<file path="config.mk">
export PLATFORM = sky130hd
export DESIGN_NAME = adjacency_matrix_bfs_order
export DESIGN_NICKNAME = d
export VERILOG_FILES = /design/src/design/abfs_pkg.sv /design/src/design/adjacency_matrix_bfs_order.sv
export SDC_FILE = /design/constraint.sdc
export NUM_CORES = 1
export LEC_CHECK = 0
export ABC_CLOCK_PERIOD_IN_PS = 6320
export BUFFER_PORTS_ARGS = -buffer_cell sky130_fd_sc_hd__buf_2
export CAP_MARGIN = 20
export CORE_MARGIN = 4
export CORE_UTILIZATION = 50
export DETAILED_ROUTE_END_ITERATION = 10
export GPL_TIMING_DRIVEN = 0
export PLACE_DENSITY = 0.66
export SETUP_SLACK_MARGIN = 0.15
export SKIP_LAST_GASP = 1
export SLEW_MARGIN = 20
export SYNTH_ARGS = -nofsm -noshare
export SYNTH_HDL_FRONTEND = slang
export SYNTH_SLANG_ARGS = --single-unit
</file>
<file path="constraint.sdc">
create_clock -name clk -period 6.32 [get_ports clk]
set_input_delay 0 -clock clk [delete_from_list [all_inputs] [get_ports clk]]
set_output_delay 0 -clock clk [all_outputs]
set_load 0.01 [all_outputs]
</file>
<file path="src/design/abfs_pkg.sv">
// Package: constants, sequencer state type and helper functions for the BFS order block.
`default_nettype none
package abfs_pkg;

    localparam int MAX_NODES = 16;
    localparam int NODE_W    = $clog2(MAX_NODES);
    localparam int CNT_W     = $clog2(MAX_NODES + 1);
    localparam int CFG_W     = 5;

    typedef logic [MAX_NODES-1:0] row_t;
    typedef logic [NODE_W-1:0]    node_t;
    typedef logic [CNT_W-1:0]     cnt_t;
    typedef logic [CFG_W-1:0]     cfg_t;

    typedef enum logic [1:0] {
        ST_LOAD,
        ST_SEEK,
        ST_DEQ,
        ST_EXPAND
    } state_t;

    // index of the lowest set bit; zero when none set
    function automatic node_t lowest_bit(input row_t vec);
        node_t idx;
        idx = '0;
        for (int i = MAX_NODES - 1; i >= 0; i--) begin
            if (vec[i])
            begin
                idx = node_t'(i);
            end
        end
        return idx;
    endfunction

    // node count in use: zero acts as one, capped at MAX_NODES
    function automatic cnt_t clamp_count(input cfg_t cfg);
        cnt_t n;
        if (cfg == '0)
        begin
            n = cnt_t'(1);
        end
        else if (32'(cfg) > MAX_NODES)
        begin
            n = cnt_t'(MAX_NODES);
        end
        else
        begin
            n = cnt_t'(cfg);
        end
        return n;
    endfunction

    function automatic row_t count_mask(input cnt_t n);
        row_t m;
        for (int i = 0; i < MAX_NODES; i++) begin
            m[i] = (32'(n) > i);
        end
        return m;
    endfunction

endpackage
`default_nettype wire

</file>
<file path="src/design/adjacency_matrix_bfs_order.sv">
// Top level: loads adjacency rows and emits breadth-first visit order.
//
// Channels: row_valid/row_ready/adj_row carries one adjacency row per transfer,
// row 0 first; bit i set marks an edge to node i. result_valid/result_ready
// carries node_id and last_node, one node per transfer in visit order.
// cfg_valid/cfg_ready/cfg_data writes node_count (1..16, reset 16); a write
// restarts row loading. Write it only while the block is idle.
// Rows are taken one per cycle while the block is loading. After the last row the
// traversal runs with row_ready low: per component ST_SEEK picks its start and
// ST_DEQ later finds its queue empty; per node ST_DEQ dequeues it and ST_EXPAND
// queues each newly found neighbour, picked by the lowest-set-bit encoder, then
// closes its expansion. After the last row the first node passes through ST_SEEK
// and ST_DEQ before it is offered.
// The result sits in an output register, so a stalled receiver only holds the
// dequeue step; nothing is lost. Reset clears the sequencer, counters and
// visited mask; node_count returns to 16.
`default_nettype none
module adjacency_matrix_bfs_order (
    input  wire                   clk,
    input  wire                   rst_n,
    input  wire                   cfg_valid,
    output logic                  cfg_ready,
    input  wire  abfs_pkg::cfg_t  cfg_data,
    input  wire                   row_valid,
    output logic                  row_ready,
    input  wire  abfs_pkg::row_t  adj_row,
    output logic                  result_valid,
    input  wire                   result_ready,
    output abfs_pkg::node_t       node_id,
    output logic                  last_node
);
    import abfs_pkg::*;

    state_t state_reg, state_next;
    cfg_t   node_count_reg;
    cnt_t   rows_reg, rows_next;
    cnt_t   emitted_reg, emitted_next;
    cnt_t   head_reg, head_next;
    cnt_t   tail_reg, tail_next;
    row_t   visited_reg, visited_next;
    row_t   fresh_reg, fresh_next;
    row_t   adj_mem_reg [MAX_NODES];
    node_t  queue_reg [MAX_NODES];
    logic   res_valid_reg, res_valid_next;
    node_t  res_node_reg, res_node_next;
    logic   res_last_reg, res_last_next;

    logic   row_we;
    node_t  row_addr;
    logic   q_we;
    node_t  q_data;

    cnt_t   n_use;
    row_t   row_mask;
    cnt_t   row_idx;
    node_t  head_node;
    logic   out_free;
    logic   row_xfer;
    logic   cfg_xfer;

    assign n_use     = clamp_count(node_count_reg);
    assign row_mask  = count_mask(n_use);
    assign row_idx   = (rows_reg >= n_use) ? '0 : rows_reg;
    assign head_node = queue_reg[head_reg[NODE_W-1:0]];
    assign out_free  = !res_valid_reg || result_ready;
    assign row_ready = (state_reg == ST_LOAD);
    assign row_xfer  = row_valid && row_ready;
    assign cfg_ready = 1'b1;
    assign cfg_xfer  = cfg_valid && cfg_ready;

    assign result_valid = res_valid_reg;
    assign node_id      = res_node_reg;
    assign last_node    = res_last_reg;

    always_comb
    begin
        state_next     = state_reg;
        rows_next      = rows_reg;
        emitted_next   = emitted_reg;
        head_next      = head_reg;
        tail_next      = tail_reg;
        visited_next   = visited_reg;
        fresh_next     = fresh_reg;
        res_valid_next = res_valid_reg && !result_ready;
        res_node_next  = res_node_reg;
        res_last_next  = res_last_reg;
        row_we         = 1'b0;
        row_addr       = row_idx[NODE_W-1:0];
        q_we           = 1'b0;
        q_data         = lowest_bit(~visited_reg & row_mask);

        unique case (state_reg)
            ST_LOAD:
            begin
                if (row_xfer)
                begin
                    row_we = 1'b1;
                    if (row_idx + cnt_t'(1) >= n_use)
                    begin
                        rows_next    = '0;
                        visited_next = '0;
                        head_next    = '0;
                        tail_next    = '0;
                        emitted_next = '0;
                        state_next   = ST_SEEK;
                    end
                    else
                    begin
                        rows_next = row_idx + cnt_t'(1);
                    end
                end
                if (cfg_xfer)
                begin
                    rows_next = '0;
                end
            end
            ST_SEEK:
            begin
                // lowest unvisited node starts the next component
                q_we                 = 1'b1;
                tail_next            = tail_reg + cnt_t'(1);
                visited_next[q_data] = 1'b1;
                state_next           = ST_DEQ;
            end
            ST_DEQ:
            begin
                if (head_reg == tail_reg)
                begin
                    state_next = (emitted_reg == n_use) ? ST_LOAD : ST_SEEK;
                end
                else if (out_free)
                begin
                    res_valid_next = 1'b1;
                    res_node_next  = head_node;
                    res_last_next  = (emitted_reg + cnt_t'(1) == n_use);
                    head_next      = head_reg + cnt_t'(1);
                    emitted_next   = emitted_reg + cnt_t'(1);
                    fresh_next     = adj_mem_reg[head_node] & row_mask & ~visited_reg;
                    state_next     = ST_EXPAND;
                end
            end
            ST_EXPAND:
            begin
                if (fresh_reg == '0)
                begin
                    state_next = ST_DEQ;
                end
                else
                begin
                    q_data               = lowest_bit(fresh_reg);
                    q_we                 = 1'b1;
                    tail_next            = tail_reg + cnt_t'(1);
                    visited_next[q_data] = 1'b1;
                    fresh_next[q_data]   = 1'b0;
                end
            end
            default:
            begin
                state_next = ST_LOAD;
            end
        endcase
    end

    always_ff @(posedge clk or negedge rst_n)
    begin
        if (!rst_n)
        begin
            state_reg <= ST_LOAD;
        end
        else
        begin
            state_reg <= state_next;
        end
    end

    always_ff @(posedge clk or negedge rst_n)
    begin
        if (!rst_n)
        begin
            node_count_reg <= cfg_t'(MAX_NODES);
            rows_reg       <= '0;
            emitted_reg    <= '0;
            head_reg       <= '0;
            tail_reg       <= '0;
            visited_reg    <= '0;
            res_valid_reg  <= 1'b0;
        end
        else
        begin
            if (cfg_xfer)
            begin
                node_count_reg <= cfg_data;
            end
            rows_reg      <= rows_next;
            emitted_reg   <= emitted_next;
            head_reg      <= head_next;
            tail_reg      <= tail_next;
            visited_reg   <= visited_next;
            res_valid_reg <= res_valid_next;
        end
    end

    always_ff @(posedge clk)
    begin
        fresh_reg    <= fresh_next;
        res_node_reg <= res_node_next;
        res_last_reg <= res_last_next;
        if (row_we)
        begin
            adj_mem_reg[row_addr] <= adj_row;
        end
        if (q_we)
        begin
            queue_reg[tail_reg[NODE_W-1:0]] <= q_data;
        end
    end

endmodule
`default_nettype wire

</file>
==> Implementation_results.wiki <==
{| class="wikitable"
! Metric !! Value
|-
| Area inside the core boundary || 33620 um^2
|-
| Netlist cell types || 73
|-
| Number of nets in the synthesized netlist || 1364
|-
| Initial standard-cell utilization of the core || 50.77%
|-
| Areal power density over the cells || 516.0 nW/um^2
|-
| Clock slew seen by the registers of the worst setup and hold paths || 0.07 ns
|-
| WS Path Type || reg -> reg
|-
| Dominant cell by count in the synthesized netlist || edfxtp_1
|-
| CTS tree || yes
|-
| Endpoint arrival time on the critical path || 6.04 ns
|-
| Worst path required time || 6.70 ns
|-
| Fraction of layout instances using a drive strength above 1 || 12.29%
|-
| Maximum number of pins on one net before global-route repair || 45
|-
| Placed cell area || 18050 um^2
|-
| Final wirelength || 48.65 mm
|-
| Synth top cells by count || edfxtp_1, nand2_1, nor2_1
|-
| Number of vias per cell || 6.182
|-
| Critical path capture point type || register
|-
| Flip-flop and latch count after synthesis || 385
|-
| Critical path peak fanout || 10
|-
| Post-synthesis cell count || 1318
|-
| Outcome || finished clean
|-
| Remaining max-slew budget at the tightest pin || 29.70%
|-
| Final hold viol count || 0
|-
| First DRT Iteration DRCs || 1430
|-
| Final Hold Slack || 0.01087 ns
|-
| Worst-Skew Late Latency || 0.54 ns
|-
| Final estimated routing congestion in global placement || 0.9521
|-
| Post-synth design cell area || 17070 um^2
|-
| Nature of the critical path startpoint || register
|-
| Count of synthesis-stage warnings from yosys || 0
|-
| Worst IR Drop VDD || 0.3011 mV
|-
| Post-synthesis sequential area ratio || 66.46%
|-
| Vias in the first global route || 11.58k
|-
| Max Transition Viols Final || 0
|-
| Post-detailed-route count of antenna-violating nets || 0
|-
| Overall global routing resource usage || 26.52%
|-
| Die Y-Extent || 192.8 um
|-
| Number of sinks on the clock net || 385
|-
| Synth top area share || 60.00%
|-
| Async set-reset flop share out of synthesis || 11.43%
|-
| Largest register FFs || 256
|-
| Count of vias placed by the detailed router || 11.77k
|-
| Area growth from synthesis to final layout || 14.59%
|-
| Number of buffers between clock root and the deepest sink || 3
|-
| Diodes inserted || 0
|-
| Largest clock skew in the final design || 0.01719 ns
|-
| Final cell area excluding filler cells || 19560 um^2
|-
| Fraction of the cycle the final worst path needs || 89.54%
|-
| Reported max-cap violation count || 0
|-
| RSZ-0062 raised after global routing || no
|-
| Router iterations before antenna repair || 6
|-
| Leakage component of the power || 6.799 nW
|-
| Average routed wire per standard cell || 25.55 um
|-
| Post-synthesis average cell area || 12.95 um^2
|-
| Worst-margin pin slew || 1.051 ns
|-
| Post-layout minimum cycle time || 5.659 ns
|-
| Cell chosen for the clock root || clkbuf_16
|-
| First-pass GRT wire length || 73.22 mm
|-
| Flip-flop cell with the highest count after synthesis || edfxtp_1
|-
| Number of nets in the final layout || 1474
|-
| Standard-cell row count || 67
|-
| Summed negative setup slack over all endpoints || 0 ns
|-
| DRC violations left || 0
|-
| Synth area leader || edfxtp_1
|-
| Number of antenna violations at the first check in global routing || 0
|-
| # setup viols final || 0
|-
| CTS Buf Count || 39
|-
| Number of placed I/O pins || 34
|-
| Die Width || 192.8 um
|-
| Max Freq || 0.1767 GHz
|-
| Max H-tree Level || 2
|-
| Largest cells by area after synthesis || edfxtp_1, dfrtp_1, nand2_1
|-
| Hpwl dp || 32.08 mm
|-
| Port Buffer Count || 31
|-
| Total die area || 37150 um^2
|-
| Remaining Overflow, GRT || 0
|-
| EDFF count, synth || 341
|-
| Min-Delay Path Class || in -> async
|}
-- metal layers --
metal	up-vias	routed length [um]	GRT usage, %
met5	-	0	0
met4	0	1933	9.600
met3	124	4484	4.993
met2	642	22230	41.08
met1	5800	20000	37.74
li1	5205	-	-
-- metrics by stage --
step	std cells	utilization (%)	total power (W)	worst slack [ns]
final	1904	58.18	0.01009	0.6610
after floorplan	1318	-	0.006173	1.673
after global routing	1904	58.18	0.01057	0.1803
after CTS	1904	58.17	0.01003	0.4293
after detailed placement	1805	53.71	0.007817	0.4609
after global placement	1797	52.90	0.007724	0.4463
-- power by group --
group | internal, W | switching [W] | total, W
clock | 0.00126 | 0.000937 | 0.00220
combinational | 0.00136 | 0.00309 | 0.00445
sequential | 0.00323 | 0.000213 | 0.00344
-- placed cells by master, fill, tap and decap left out, drive strengths merged, types with 7 or more instances in the layout --
cell type      n
clkinv         8
a21oi         54
a32oi          9
clkbuf        97
nor2b          8
edfxtp       341
and2           7
nand2        201
nor3          20
dfrtp         43
xor2          12
a311oi         7
a22oi         21
nand3         51
a21o          16
or3            7
xnor2          7
inv           29
a211oi         7
mux2i         48
nand4         25
buf           76
ha            20
nand2b        16
o31ai          8
dlygate4sd3   30
o211ai        14
a31oi          9
a221oi         7
o21ai         57
nor2          96
mux4          21
-- what timing repair did --
| action | 4_1_cts | 5_1_grt |
|---|---|---|
| resized for setup | 0 | 1 |
| hold buffers | 30 | 0 |
| buffers inserted | 0 | 0 |
| endpoints found under the hold margin | 309 | 0 |
| endpoints found under the setup margin | 0 | 20 |
-- worst paths after layout --
path	start	endpoint	slack, ns	depth (start not counted)
min in group clk	cfg_valid	node_count_reg[0]	0.04	2
max	node_count_reg[4]	visited_reg[12]	0.66	22
min reg2reg	rows_reg[4]	rows_reg[4]	0.54	2
max reg2reg	node_count_reg[4]	visited_reg[12]	0.66	22
max in group asynchronous	rst_n	visited_reg[15]	5.89	2
min	rst_n	head_reg[3]	0.01	2
-- layout make-up --
type	instances	area (um^2)
Sequential cell	385	11340
Buffer	74	370.4
Clock inverter	9	81.33
Timing Repair Buffer	69	595.6
Tap cell	448	560.5
Fill cell	2686	14060
Multi-Input combinational cell	830	5378
Inverter	29	111.4
Clock buffer	60	1117
-- kinds of logic after synthesis --
logic type	Yosys count	synth area share, %
AND/OR/NAND/NOR	455	11.96
flip-flops	385	66.46
AO/OA/AOI/OAI	260	10.22
buffers and inverters	103	2.823
multiplexers	75	6.078
adder cells (fa/ha/maj)	20	1.466
XOR/XNOR	19	0.9751
other	1	0.02197
-- worst max-delay path, cell delays in order (launching register included) --
cell and delay, ns:
dfstp_2 0.51, clkbuf_1 0.34, clkbuf_1 0.44, nor2_1 0.20, ha_1 0.31, nand2b_1 0.14
a21o_1 0.17, a21o_1 0.17, a21o_1 0.17, a21oi_1 0.49, nand2_1 0.20, inv_1 0.16
ha_1 0.22, nand3_1 0.10, xor2_1 0.13, nand2b_1 0.14, inv_1 0.05, ha_1 0.28
nand2_1 0.05, o21ai_1 0.40, and2_1 0.25, clkbuf_1 0.42, o22ai_1 0.15
No activity file was read; power rests on OpenSTA's default activity.
